**src/rtl/glc_pkg.sv**
```systemverilog
// shared types and constants for the glyph class lookup unit
`timescale 1ns / 1ps
`default_nettype none

package glc_pkg;

   localparam int GLYPH_W = 16;
   localparam int COUNT_W = 11;
   localparam int INDEX_W = 10;
   localparam int FMT_W   = 2;
   localparam int CSR_IDX_W = 2;

   // command codes carried in req_tuser
   localparam logic CMD_WRITE  = 1'b0;
   localparam logic CMD_LOOKUP = 1'b1;

   // table formats
   localparam logic [FMT_W-1:0] FMT_ARRAY  = 2'd1;
   localparam logic [FMT_W-1:0] FMT_RANGES = 2'd2;

   // configuration register indexes
   localparam logic [CSR_IDX_W-1:0] REG_FORMAT      = 2'd0;
   localparam logic [CSR_IDX_W-1:0] REG_FIRST_GLYPH = 2'd1;
   localparam logic [CSR_IDX_W-1:0] REG_GLYPH_COUNT = 2'd2;
   localparam logic [CSR_IDX_W-1:0] REG_RANGE_COUNT = 2'd3;

   typedef struct packed {
      logic [GLYPH_W-1:0] first;
      logic [GLYPH_W-1:0] last;
      logic [GLYPH_W-1:0] cls;
   } entry_type;

   // controller to datapath
   typedef struct packed {
      logic load_req;
      logic mem_write;
      logic f1_read;
      logic srch_init;
      logic probe_read;
      logic srch_update;
      logic res_zero;
      logic res_from_mem;
      logic rsp_load;
   } cmd_type;

   // datapath to controller
   typedef struct packed {
      logic is_write;
      logic fmt_array;
      logic fmt_ranges;
      logic f1_hit;
      logic search_open;
      logic probe_hit;
      logic rsp_free;
   } status_type;

endpackage

`default_nettype wire

```
**src/rtl/glc_controller.sv**
```systemverilog
// controller: sequences table writes, array lookups and the range search
`timescale 1ns / 1ps
`default_nettype none

module glc_controller (
   input  wire logic                clock,
   input  wire logic                reset,
   input  wire logic                req_tvalid,
   output logic                     req_tready,
   input  wire glc_pkg::status_type sts,
   output glc_pkg::cmd_type         cmd
);
   import glc_pkg::*;

   localparam logic [2:0] ST_IDLE   = 3'd0;
   localparam logic [2:0] ST_DECIDE = 3'd1;
   localparam logic [2:0] ST_F1WAIT = 3'd2;
   localparam logic [2:0] ST_PROBE  = 3'd3;
   localparam logic [2:0] ST_CMP    = 3'd4;
   localparam logic [2:0] ST_DONE   = 3'd5;

   logic [2:0] state_ff, state_in;

   assign req_tready = (state_ff == ST_IDLE);

   always_comb begin
      cmd      = '0;
      state_in = state_ff;
      unique case (state_ff)
         ST_IDLE: begin
            if (req_tvalid) begin
               cmd.load_req = 1'b1;
               state_in     = ST_DECIDE;
            end
         end
         ST_DECIDE: begin
            if (sts.is_write) begin
               cmd.mem_write = 1'b1;
               state_in      = ST_IDLE;
            end else if (sts.fmt_array) begin
               if (sts.f1_hit) begin
                  cmd.f1_read = 1'b1;
                  state_in    = ST_F1WAIT;
               end else begin
                  cmd.res_zero = 1'b1;
                  state_in     = ST_DONE;
               end
            end else if (sts.fmt_ranges) begin
               cmd.srch_init = 1'b1;
               state_in      = ST_PROBE;
            end else begin
               cmd.res_zero = 1'b1;
               state_in     = ST_DONE;
            end
         end
         ST_F1WAIT: begin
            cmd.res_from_mem = 1'b1;
            state_in         = ST_DONE;
         end
         ST_PROBE: begin
            if (sts.search_open) begin
               cmd.probe_read = 1'b1;
               state_in       = ST_CMP;
            end else begin
               cmd.res_zero = 1'b1;
               state_in     = ST_DONE;
            end
         end
         ST_CMP: begin
            if (sts.probe_hit) begin
               cmd.res_from_mem = 1'b1;
               state_in         = ST_DONE;
            end else begin
               cmd.srch_update = 1'b1;
               state_in        = ST_PROBE;
            end
         end
         ST_DONE: begin
            if (sts.rsp_free) begin
               cmd.rsp_load = 1'b1;
               state_in     = ST_IDLE;
            end
         end
         default: begin
            state_in = ST_IDLE;
         end
      endcase
   end

   always_ff @(posedge clock) begin
      if (reset) begin
         state_ff <= ST_IDLE;
      end else begin
         state_ff <= state_in;
      end
   end

   // a captured beat is always decoded next
   a_load_then_decide: assert property (@(posedge clock) disable iff (reset)
      cmd.load_req |=> state_ff == ST_DECIDE)
      else $error("request not decoded after capture");

   // every probe read is compared on the following cycle
   a_probe_then_cmp: assert property (@(posedge clock) disable iff (reset)
      cmd.probe_read |=> state_ff == ST_CMP && !cmd.probe_read)
      else $error("probe read not followed by compare");

   // the output buffer is never overwritten while a result waits
   a_rsp_load_free: assert property (@(posedge clock) disable iff (reset)
      cmd.rsp_load |-> sts.rsp_free)
      else $error("result loaded into a full output buffer");

   // the entry table sees at most one access (write, array read or probe read) a cycle
   a_one_access: assert property (@(posedge clock) disable iff (reset)
      $onehot0({cmd.mem_write, cmd.f1_read, cmd.probe_read}))
      else $error("table port accessed twice in one cycle");

endmodule

`default_nettype wire

```
**config.mk**
```make
export PLATFORM = sky130hd
export DESIGN_NAME = glc_controller
export DESIGN_NICKNAME = d
export VERILOG_FILES = /design/src/rtl/glc_pkg.sv /design/src/rtl/glc_controller.sv
export SDC_FILE = /design/constraint.sdc
export NUM_CORES = 1
export LEC_CHECK = 0
export BUFFER_PORTS_ARGS = -buffer_cell sky130_fd_sc_hd__buf_2
export CAP_MARGIN = 0
export CORE_AREA = 4 4 41 43
export DETAILED_ROUTE_END_ITERATION = 8
export DIE_AREA = 0 0 45 47
export HOLD_SLACK_MARGIN = 0.03
export PLACE_DENSITY_LB_ADDON = 0.08
export SKIP_CTS_REPAIR_TIMING = 1
export SLEW_MARGIN = 20
export SYNTH_ARGS = -nofsm -noshare
export SYNTH_HDL_FRONTEND = slang
export SYNTH_SLANG_ARGS = --single-unit
export TNS_END_PERCENT = 100
```
**constraint.sdc**
```tcl
create_clock -name clock -period 1.1 [get_ports clock]
set_input_delay 0.165 -clock clock [delete_from_list [all_inputs] [get_ports clock]]
set_output_delay 0.165 -clock clock [all_outputs]
set_load 0.02 [all_outputs]
```
# [Yosys cells after proc, flatten, opt, wreduce, memory -nomap -nowiden]
# Cells that the tools add are included.
[op_classes] n_eq_ne=7 n_mux=32 n_reduce_logical=2
[op_table] cell="$mux 3" count=8
[op_table] cell="$mux 1" count=20
[op_table] cell="$pmux 3 s6" count=1
[op_table] cell="$eq 3x2->1 const B" count=2
[op_table] cell="$eq 3x3->1 const B" count=2
[op_table] cell="$ne 2x2->1 const B" count=2
[op_table] cell="$pmux 1 s2" count=2
[op_table] cell="$eq 3x1->1 const B" count=1
[op_table] cell="$logic_not 3->1" count=1
[op_table] cell="$mux 2" count=1
[op_table] cell="$reduce_and 2->1" count=1
[word_totals] regBits=3 inputBits=10 output_inout_bits=10 word_cells=42

# [Logic depth before layout (Yosys ltp)]
# Gate-level depths: netlist of run 1.
[depth] depth_word=4 mapped_depth=5 mapped_depth_nobuf=4

# [Worst setup path after synthesis of run 1]
# Ideal clock, no wire load.
[synth_path] kind="reg2out" startpoint="reg state_ff[0]" endpoint="out cmd[8] (netlist name)" arrival_ns=1.311 t_required_ns=0.935 setup_slack_ns=-0.376 stages_incl_launch_ff=4 path_buffers=1 cell_sequence="dfxtp_1 -> buf_2 -> nor3_1 -> and2_1"
[synth_lines] element="start, declared" line="glc_controller.sv:22" rtl="logic [2:0] state_ff, state_in;"
[synth_lines] element="start signal, assigned" line="glc_controller.sv:94" rtl="state_ff <= state_in;"
[synth_lines] element="end, declared" line="glc_controller.sv:11" rtl="output glc_pkg::cmd_type cmd"

==> results of run 1 <==
## power by group
part	total (mW)	switching, mW	internal (mW)
Clock	0.192	0.0565	0.136
Combinational	0.327	0.152	0.175
Sequential	0.131	0.0131	0.118
## worst max path at each step
| stage | start | endpoint | slack (ns) | cells after the start |
|---|---|---|---|---|
| 2_1_floorplan | state_ff[1]$_SDFFE_PP0P_ | state_ff[1]$_SDFFE_PP0P_ | -0.08 | 5 |
| 3_3_place_gp | state_ff[1]$_SDFFE_PP0P_ | cmd[2] | -0.16 | 4 |
| 3_5_place_dp | state_ff[1]$_SDFFE_PP0P_ | cmd[1] | -0.15 | 4 |
| 4_1_cts | state_ff[1]$_SDFFE_PP0P_ | cmd[2] | -0.40 | 4 |
| 5_1_grt | state_ff[1]$_SDFFE_PP0P_ | cmd[5] | -0.43 | 4 |
| 6_report | state_ff[1]$_SDFFE_PP0P_ | cmd[5] | -0.38 | 4 |
## layer usage
layer,share of wire,vias to the layer above,global-route usage
met5,0,-,0
li1,-,215,-
met4,0,0,0.0526
met3,0.078,0,0.0115
met2,0.47,14,0.141
met1,0.45,188,0.122
## cell type report
class | instances | area share
multi-input cells | 34 | 0.426
flip-flops and latches | 3 | 0.0991
well taps | 15 | 0.0275
clock buffers | 4 | 0.0385
repair buffers | 33 | 0.409
## metrics by stage
| step | std cells | hold WS [ns] | setup WS (ns) |
|---|---|---|---|
| final | 89 | 0.141 | -0.376 |
| after global routing | 89 | 0.161 | -0.428 |
| after CTS | 82 | 0.136 | -0.404 |
| after detailed placement | 78 | 0.384 | -0.146 |
| after global placement | 78 | 0.388 | -0.159 |
| after floorplan | 39 | 0.227 | -0.0789 |
## cells by family (layout without fill, tap and decap cells)
logic type             after synthesis  count (layout)
buffers and inverters                2              37
AOI/OAI and AO/OA                   10              10
and+or+nand+nor                     24              24
DFF                                  3               3
## cell usage after synthesis (all sizes together)
cell type  number
dfxtp           3
nor4b           1
nor3b           1
nand2           5
o41ai           1
and2            1
o21ai           1
nor2            3
a21oi           5
nand3           2
nand2b          2
o21a            2
nor4            1
a22oi           1
nor3            2
and3b           1
buf             2
and2b           2
and3            3
## placed cells by master (no fill, tap or decap), types with 3 or more instances in the layout
master and n:
buf_6 15, buf_2 10, buf_4 8, nand2_1 5
and3_4 3, a21oi_2 3, clkbuf_4 3
==> out/results.tsv, run 1 <==
stage	metric	value	unit
timing	RSZ-0062 raised after global routing	true	
setup_path	CP max-delay cell	dfxtp_4	
setup_path	WP data required	0.94	ns
logic_synthesis	Synth Area in Compound Gates	0.230	
setup_path	Worst R2R Start	state_ff[1]$_SDFFE_PP0P_	
logic_synthesis	area share of the largest cell type after synthesis	0.201	
placement	Post-DP HPWL	740	um
status	status	complete, but fails checks	
logic_synthesis	synthesized area per cell	7.67	um2
setup_path	CP arrival	1.31	ns
global_route	pin count of the biggest net entering global routing	14	
die	core region area	1300	um2
setup_path	crit-path max cell delay	0.35	ns
layout	Largest register FFs	3	
detailed_routing	post-route ant nets	0	
clock_network	clock latency on the worst-skew pair	0.23	ns
run	Max-Cap Viols	0	
detailed_routing	Starting DRT DRC Count	2	
global_route	vias in the first global route	334	
timing	Fin. Hold Viols	0	
timing	Max Clk Rate	0.677	GHz
timing	fin crit share	1.34	
setup_path	CP max FO	4	
global_route	initial antenna violation count	0	
logic_synthesis	post-synth top area cell	dfxtp_1	
layout	biggest regs	state_ff x3	
setup_path	worst r2r dst	state_ff[0]$_SDFFE_PP0P_	
setup_path	kind of cell adding the most delay to the critical path	simple AND/OR/NAND/NOR gates	
logic_synthesis	Yosys Warn Count	0	
die	chip width	45	um
power	Max IR drop VDD	0.507	mV
clock_network	Root Driver	clkbuf_4	
layout	Final Instance Area	682	um2
layout	# fillers	138	
layout	Biggest register	state_ff	
logic_synthesis	Seq cells post-synth	3	
logic_synthesis	Post-Syn Instances	39	
timing	Setup Skew	0.00225	ns
setup_path	Cell Chain, Critical Path	nor4b_4, buf_4, and3b_2, buf_6	
setup_path	Reg2Reg Depth	6	
layout	Util after Layout	0.524	
detailed_routing	drc violations	0	
clock_network	Sink Count	3	
layout	Layout area overhead	128	%
setup_path	buffer and inverter count on the worst path	2	
placement	instance area after placement	487	um2
logic_synthesis	post-synthesis mux area share	0	
detailed_routing	wire per inst	11.8	um
logic_synthesis	Adder-Cell Fraction of Synth Area	0	
setup_path	Crit. End Element	output pin	
clock_network	clock-pin transition on the worst setup and hold timing paths	0.04	ns
global_route	GRT Total Usage	0.0915	
setup_path	Worst Setup Path Type	flip-flop to output pin	
status	failing checks	negative setup slack	
power	Power, Total	0.650	mW
worst_hold_path	hold path start	reset	
layout	antenna cells	0	
layout	layout net count	85	
die	Die ar.	2120	um2
logic_synthesis	Netlist Area Pre-Place	299	um2
logic_synthesis	largest family of logic cells by synthesized area	simple AND/OR/NAND/NOR gates	
logic_synthesis	Unique masters post-synth	20	
detailed_routing	routed wire length	1050	um
die	die height	47	um
timing	setup TNS	-3.25	ns
placement	I/O Buffers	19	
layout	Sequential Area	67.6	um2
die	# rows	13	
logic_synthesis	Synth Area in Simple Gates	0.515	
clock_network	Clock Path Buffers	2	
clock_network	TritonCTS buffer count	3	
die	io pins	20	
worst_hold_path	hold worst-path end	state_ff[2]$_SDFFE_PP0P_	
power	static leakage	0.315	nW
placement	routability cong.	0.635	
timing	Slew @ Worst Pin	0.319	ns
clock_network	CTS tree	built	
detailed_routing	routed vias	417	
timing	Final Worst Setup Slack	-0.376	ns
die	Initial Util	0.230	
global_route	Overflow after GRT	0	
layout	Multi-input gate area	290	um2
worst_hold_path	min-delay worst type	input pin to flip-flop	
logic_synthesis	xor and xnor area share after synthesis	0	
setup_path	Reg2Reg Setup Slack	-0.20	ns
clock_network	H-tree depth	1	
layout	layout cells sized above 1	0.743	
timing	max-slew violations	0	
power	Cell Pwr Density	954	nW/um2
global_route	first-pass GRT wire length	1390	um
logic_synthesis	synth top area cells	dfxtp_1 20%, a21oi_1 8.4%, nor4b_4 7.9%	
logic_synthesis	Syn Nets	49	
timing	Slew Limit Headroom	0.785	
logic_synthesis	post-synthesis sequential area ratio	0.201	
setup_path	CP Launch Type	flip-flop	
worst_hold_path	Worst Hold Path Cells	2	
detailed_routing	drt first pass iters	3	
timing	setup violators final	12	
timing	Period minus WS final	1.48	ns
detailed_routing	vias per inst	4.69	
(Power assumes the default switching activity.)
==> run 2, diff against run 1 <==
--- a/config.mk
+++ b/config.mk
@@ -5,11 +5,11 @@
 export SDC_FILE = /design/constraint.sdc
 export NUM_CORES = 1
 export LEC_CHECK = 0
-export BUFFER_PORTS_ARGS = -buffer_cell sky130_fd_sc_hd__buf_2
 export CAP_MARGIN = 0
 export CORE_AREA = 4 4 41 43
 export DETAILED_ROUTE_END_ITERATION = 8
 export DIE_AREA = 0 0 45 47
+export DONT_BUFFER_PORTS = 1
 export HOLD_SLACK_MARGIN = 0.03
 export PLACE_DENSITY_LB_ADDON = 0.08
 export SKIP_CTS_REPAIR_TIMING = 1
==> run 2 against run 1 <==
Net effect:
- worst hold slack improved by 0.0036 ns
- routed wire length fell by 8.7%
- sequential power barely moved
- via count shrank 20%
- cell area fell by 24%
- global-route usage decreased by 0.47 points
- the flow still finishes with violations (negative setup slack)
- setup slack better by 0.038 ns
- maximum frequency grew 2.6%
- final cell count fell by 22%
- sequential cell count is the same
- die area unchanged
==> out/results.tsv, run 2 (synthesis gave the netlist of run 1 again) <==
stage	metric	value	unit	change
timing	fin crit share	1.31		was 1.34
placement	instance area after placement	392	um2	was 487 um2
global_route	vias in the first global route	283		was 334
layout	layout net count	65		was 85
die	io pins	20		unchanged
clock_network	TritonCTS buffer count	3		unchanged
setup_path	WP data required	0.94	ns	about the same
timing	Fin. Hold Viols	0		unchanged
clock_network	Sink Count	3		unchanged
clock_network	Clock Path Buffers	2		unchanged
detailed_routing	routed vias	334		was 417
layout	antenna cells	0		unchanged
power	Cell Pwr Density	1110	nW/um2	was 954 nW/um2
layout	non-filler instance count after layout	69		was 89
layout	most frequent cells in the layout	7 x buf_4, 4 x nand2_1, 4 x a21oi_1, 4 x buf_6		was 15 x buf_6, 10 x buf_2, 8 x buf_4
die	chip width	45	um	unchanged
timing	Slew Limit Headroom	0.771		was 0.785
clock_network	CTS tree	built		unchanged
layout	Final Instance Area	520	um2	was 682 um2
setup_path	CP max FO	5		was 4
timing	Period minus WS final	1.44	ns	was 1.48 ns
global_route	first-pass GRT wire length	1250	um	was 1390 um
die	Die ar.	2120	um2	unchanged
layout	biggest regs	state_ff x3		unchanged
power	Power, Total	0.577	mW	was 0.650 mW
worst_hold_path	hold path start	reset		unchanged
setup_path	CP arrival	1.27	ns	was 1.31 ns
layout	Biggest register	state_ff		unchanged
global_route	pin count of the biggest net entering global routing	14		unchanged
global_route	GRT Total Usage	0.0868		was 0.0915
die	core region area	1300	um2	unchanged
layout	most common cell after layout, fill and taps aside	buf_4		was buf_6
timing	Slew @ Worst Pin	0.343	ns	was 0.319 ns
timing	Final Worst Setup Slack	-0.338	ns	was -0.376 ns
timing	max-slew violations	0		unchanged
placement	Post-DP HPWL	705	um	was 740 um
setup_path	CP Launch Type	flip-flop		unchanged
power	static leakage	0.216	nW	was 0.315 nW
detailed_routing	routed wire length	957	um	was 1050 um
clock_network	Root Driver	clkbuf_4		unchanged
timing	RSZ-0062 raised after global routing	true		unchanged
power	Max IR drop VDD	0.669	mV	was 0.507 mV
clock_network	H-tree depth	1		unchanged
detailed_routing	vias per inst	4.84		was 4.69
timing	Setup Skew	0.00489	ns	was 0.00225 ns
placement	routability cong.	0.743		was 0.635
run	Max-Cap Viols	0		unchanged
placement	I/O Buffers	0		was 19
die	# rows	13		unchanged
die	Initial Util	0.230		unchanged
detailed_routing	post-route ant nets	0		unchanged
worst_hold_path	min-delay worst type	input pin to flip-flop		unchanged
layout	Largest register FFs	3		unchanged
global_route	initial antenna violation count	0		unchanged
global_route	Overflow after GRT	0		unchanged
status	status	complete, but fails checks		unchanged
die	die height	47	um	unchanged
timing	Max Clk Rate	0.695	GHz	was 0.677 GHz
status	failing checks	negative setup slack		unchanged
detailed_routing	drt first pass iters	4		was 3
layout	layout cells sized above 1	0.648		was 0.743
setup_path	Worst Setup Path Type	flip-flop to output pin		unchanged
layout	Util after Layout	0.400		was 0.524
detailed_routing	wire per inst	13.9	um	was 11.8 um
timing	setup violators final	13		was 12
setup_path	Worst R2R Start	state_ff[2]$_SDFFE_PP0P_		was state_ff[1]$_SDFFE_PP0P_
clock_network	clock-pin transition on the worst setup and hold timing paths	0.04	ns	about the same
setup_path	critical path launch point	state_ff[2]$_SDFFE_PP0P_		was state_ff[1]$_SDFFE_PP0P_
detailed_routing	drc violations	0		unchanged
placement	placed cells	59		was 78
detailed_routing	Starting DRT DRC Count	4		was 2
setup_path	Crit. End Element	output pin		unchanged
layout	Layout area overhead	74.1	%	was 128%
clock_network	clock latency on the worst-skew pair	0.23	ns	about the same
[run 2: changes by cell type in the layout (fill, tap and decap cells not counted), moves of 2 or more]
cell | before | now
a21oi_1 | 2 | 4
a21oi_2 | 3 | 0
buf_2 | 10 | 1
buf_6 | 15 | 4
dfxtp_2 | 0 | 2
[run 2: layout make-up]
cell class / count / area [um2]
multi-input cells: 34 / 297
repair buffers: 13 / 113
fillers: 147 / 781
clock buffers: 4 / 26.3
well taps: 15 / 18.8
flip-flops and latches: 3 / 66.3
[run 2: power breakdown]
| group | switching, mW | total (mW) | internal [mW] |
|---|---|---|---|
| Combinational | 0.128 | 0.253 | 0.126 |
| Clock | 0.0549 | 0.191 | 0.136 |
| Sequential | 0.0131 | 0.133 | 0.120 |
[run 2: metal layers]
layer | track usage | part of all wire
met5 | 0 | 0
met4 | 0.0702 | 0
met3 | 0.0345 | 0.11
met2 | 0.124 | 0.49
met1 | 0.102 | 0.41
[run 2: critical path, stage by stage (launching register included)]
cell,delay [ns]
dfxtp_2,0.34
nor4b_4,0.39
and3b_2,0.31
[run 2: path summary, 6_finish.rpt]
check             slack (ns)  cells after the start                  endpoint
setup reg to reg       -0.19                      4  state_ff[0]$_SDFFE_PP0P_
setup / recovery       -0.34                      2                    cmd[5]
hold / removal          0.14                      3  state_ff[0]$_SDFFE_PP0P_
hold reg to reg         0.69                      3  state_ff[0]$_SDFFE_PP0P_
[run 2: metrics by stage]
step           worst slack (ns)  TNS, ns  hold WS (ns)
2_1_floorplan           -0.0789   -0.283         0.227
3_3_place_gp            -0.0954   -0.316         0.232
3_5_place_dp            -0.0933   -0.370         0.233
4_1_cts                  -0.347    -2.78       -0.0135
5_1_grt                  -0.406    -3.38         0.159
6_report                 -0.338    -2.55         0.145
==> run 3, diff against run 2 <==
--- a/config.mk
+++ b/config.mk
@@ -5,6 +5,7 @@
 export SDC_FILE = /design/constraint.sdc
 export NUM_CORES = 1
 export LEC_CHECK = 0
+export ABC_AREA = 1
 export CAP_MARGIN = 0
 export CORE_AREA = 4 4 41 43
 export DETAILED_ROUTE_END_ITERATION = 8
==> run 3 against run 2 <==
Net effect:
- combinational power is 7% lower
- total power is 3.3% lower
- clock power hardly changed
- largest cell class unchanged
- sequential cell count stayed put
- critical path depth is 4 higher
- the run still ends with negative setup slack left
- largest power group unchanged
- sequential power hardly changed
==> out/results.tsv, run 3 <==
stage	metric	value	unit	change
timing	setup violators final	11		was 13
setup_path	critical path depth	6		was 2
layout	most frequent cells in the layout	14 x buf_4, 9 x inv_1, 8 x nand2_1		was 7 x buf_4, 4 x nand2_1, 4 x a21oi_1, 4 x buf_6
layout	Multi-input gate area	226	um2	was 297 um2
clock_network	CTS tree	built		unchanged
worst_hold_path	Worst Hold Path Cells	3		unchanged
setup_path	Reg2Reg Depth	8		was 4
timing	RSZ-0062 raised after global routing	true		unchanged
logic_synthesis	area share of the largest cell type after synthesis	0.211		was 0.201
logic_synthesis	Netlist Area Pre-Place	284	um2	was 299 um2
clock_network	Clock Path Buffers	2		unchanged
power	Max IR drop VDD	0.468	mV	was 0.669 mV
setup_path	CP max-delay cell	dfxtp_2		was nor4b_4
detailed_routing	vias per inst	4.20		was 4.84
placement	routability cong.	0.694		was 0.743
detailed_routing	drt first pass iters	4		unchanged
logic_synthesis	synthesized area per cell	5.36	um2	was 7.67 um2
placement	I/O Buffers	0		unchanged
layout	Final Instance Area	537	um2	was 520 um2
power	static leakage	0.271	nW	was 0.216 nW
global_route	M3 GR Usage	0.0421		was 0.0345
global_route	pin count of the biggest net entering global routing	6		was 14
logic_synthesis	Syn Nets	63		was 49
global_route	Overflow after GRT	0		unchanged
detailed_routing	routed wire length	889	um	was 957 um
layout	non-filler instance count after layout	89		was 69
global_route	initial antenna violation count	0		unchanged
power	Sw Pwr	0.200	mW	was 0.196 mW
timing	Hold Slack	0.0694	ns	was 0.145 ns
die	core region area	1300	um2	unchanged
setup_path	CP max FO	4		was 5
timing	Final Worst Setup Slack	-0.242	ns	was -0.338 ns
status	status	complete, but fails checks		unchanged
placement	instance area after placement	405	um2	was 392 um2
die	io pins	20		unchanged
global_route	GRT Total Usage	0.0804		was 0.0868
layout	# fillers	148		was 147
timing	max-slew violations	0		unchanged
layout	biggest regs	state_ff x3		unchanged
setup_path	crit-path max cell delay	0.33	ns	was 0.39 ns
status	failing checks	negative setup slack		unchanged
placement	pre-CTS setup slack	-0.0778	ns	was -0.0933 ns
timing	setup TNS	-1.76	ns	was -2.55 ns
logic_synthesis	share of flip-flops with an asynchronous set or reset	0		unchanged
timing	fin crit share	1.22		was 1.31
logic_synthesis	Unique masters post-synth	15		was 20
placement	Post-DP HPWL	692	um	was 705 um
setup_path	WP data required	0.94	ns	about the same
detailed_routing	routed vias	374		was 334
setup_path	buffer and inverter count on the worst path	3		was 0
layout	Largest register FFs	3		unchanged
run	Max-Cap Viols	0		unchanged
clock_network	TritonCTS buffer count	3		unchanged
detailed_routing	wire per inst	9.99	um	was 13.9 um
placement	placed cells	81		was 59
clock_network	H-tree depth	1		unchanged
worst_hold_path	min-delay worst type	input pin to flip-flop		unchanged
power	Power, Total	0.558	mW	was 0.577 mW
detailed_routing	post-route ant nets	0		unchanged
logic_synthesis	Seq cells post-synth	3		unchanged
global_route	met2 GRT Util	0.116		was 0.124
logic_synthesis	post-synth top area cell	dfxtp_1		unchanged
layout	most common cell after layout, fill and taps aside	buf_4		unchanged
logic_synthesis	post-synthesis sequential area ratio	0.211		was 0.201
logic_synthesis	synth top area cells	dfxtp_1 21%, inv_1 16%, nand2_1 13%		was dfxtp_1 20%, a21oi_1 8.4%, nor4b_4 7.9%
timing	Max Clk Rate	0.745	GHz	was 0.695 GHz
global_route	vias in the first global route	297		was 283
logic_synthesis	Synth Flop Type	dfxtp_1		unchanged
clock_network	clock-pin transition on the worst setup and hold timing paths	0.04	ns	about the same
die	Die ar.	2120	um2	unchanged
clock_network	clock latency on the worst-skew pair	0.23	ns	about the same
die	die height	47	um	unchanged
power	Reg power frac	0.241		was 0.231
global_route	busiest grt layer	met2		unchanged
layout	antenna cells	0		unchanged
die	chip width	45	um	unchanged
power	Logic pwr share	0.422		was 0.439
timing	Slew @ Worst Pin	0.243	ns	was 0.343 ns
setup_path	Cell Chain, Critical Path	inv_4, nand2_2, nor2_4, inv_2, nor3_2, buf_4		was nor4b_4, and3b_2
layout	layout net count	85		was 65
clock_network	Root Driver	clkbuf_4		unchanged
setup_path	kind of cell adding the most delay to the critical path	flip-flops		was simple AND/OR/NAND/NOR gates
detailed_routing	drc violations	0		unchanged
logic_synthesis	Yosys Warn Count	0		unchanged
global_route	first-pass GRT wire length	1220	um	was 1250 um
die	Initial Util	0.218		was 0.230
logic_synthesis	Post-Syn Instances	53		was 39
power	clock network power share	0.336		was 0.330
power	switching part of the total	0.358		was 0.339
setup_path	CP arrival	1.18	ns	was 1.27 ns
detailed_routing	Starting DRT DRC Count	7		was 4
setup_path	Crit. End Element	output pin		unchanged
power	P_int	0.358	mW	was 0.382 mW
timing	Fin. Hold Viols	0		unchanged
timing	Slew Limit Headroom	0.836		was 0.771
setup_path	Worst Setup Path Type	flip-flop to output pin		unchanged
logic_synthesis	Post-synth EDFFs	0		unchanged
power	Cell Pwr Density	1040	nW/um2	was 1110 nW/um2
logic_synthesis	most common cell in the netlist	inv_1		
layout	Sequential Area	63.8	um2	was 66.3 um2
timing	Period minus WS final	1.34	ns	was 1.44 ns
die	# rows	13		unchanged
logic_synthesis	synth cell count leaders	12 x inv_1, 10 x nand2_1, 6 x nor2_1		was 5 x a21oi_1, 5 x nand2_1, 3 x and3_1, 3 x dfxtp_1, 3 x nor2_1
setup_path	CP Launch Type	flip-flop		unchanged
timing	Setup Skew	0.00280	ns	was 0.00489 ns
layout	Biggest register	state_ff		unchanged
clock_network	Sink Count	3		unchanged
global_route	M1 GR Usage	0.0995		was 0.102
layout	layout cells sized above 1	0.554		was 0.648
layout	Layout area overhead	89.0	%	was 74.1%
layout	Util after Layout	0.413		was 0.400
==> run 3: changes by cell type after synthesis, sizes merged, moves of 3 or more <==
cell   before  now
nand2       5   11
nor2        3    8
and3        3    0
nand3       2    5
inv         0   14
==> run 3: power groups by stage <==
stage / combinational [mW] / clock, mW / sequential (mW)
floorplan: 0.114 / 0 / 0.129
global placement: 0.176 / 0 / 0.131
detailed placement: 0.174 / 0 / 0.130
CTS: 0.174 / 0.198 / 0.129
global route: 0.257 / 0.210 / 0.135
finish: 0.236 / 0.188 / 0.135
==> run 3: cell families (layout without fill, tap and decap cells) <==
group / count (synthesis) / in the layout / synth area share
flops: 3 / 3 / 0.211
buf+inv: 15 / 36 / 0.203
simple gates: 30 / 30 / 0.485
compound gates: 5 / 5 / 0.101
==> run 3: layer usage <==
layer  wire length, um  share of wire  up-vias
met5                 0              0        -
met4                 0              0        0
met3                63          0.071        0
met2               445           0.50        9
met1               380           0.43      157
li1                  -              -      208
==> run 3: final timing paths <==
kind	startpoint	endpoint	slack, ns
max	state_ff[1]$_SDFFE_PP0P_	cmd[5]	-0.24
min	reset	state_ff[2]$_SDFFE_PP0P_	0.07
max reg2reg	state_ff[0]$_SDFFE_PP0P_	state_ff[1]$_SDFFE_PP0P_	-0.13
min reg2reg	state_ff[2]$_SDFFE_PP0P_	state_ff[1]$_SDFFE_PP0P_	0.62
==> run 3: layout make-up <==
| cell class | count | area share |
|---|---|---|
| Clock buffer | 4 | 0.0490 |
| Inverter | 15 | 0.119 |
| Multi-Input combinational cell | 35 | 0.422 |
| Sequential cell | 3 | 0.119 |
| Tap cell | 15 | 0.0350 |
| Timing Repair Buffer | 17 | 0.256 |
==> run 3: tightest hold or removal path, delay by kind of cell <==
family | cells | cell delay [ns]
simple gates | 1 | 0.05
buf+inv | 2 | 0.05
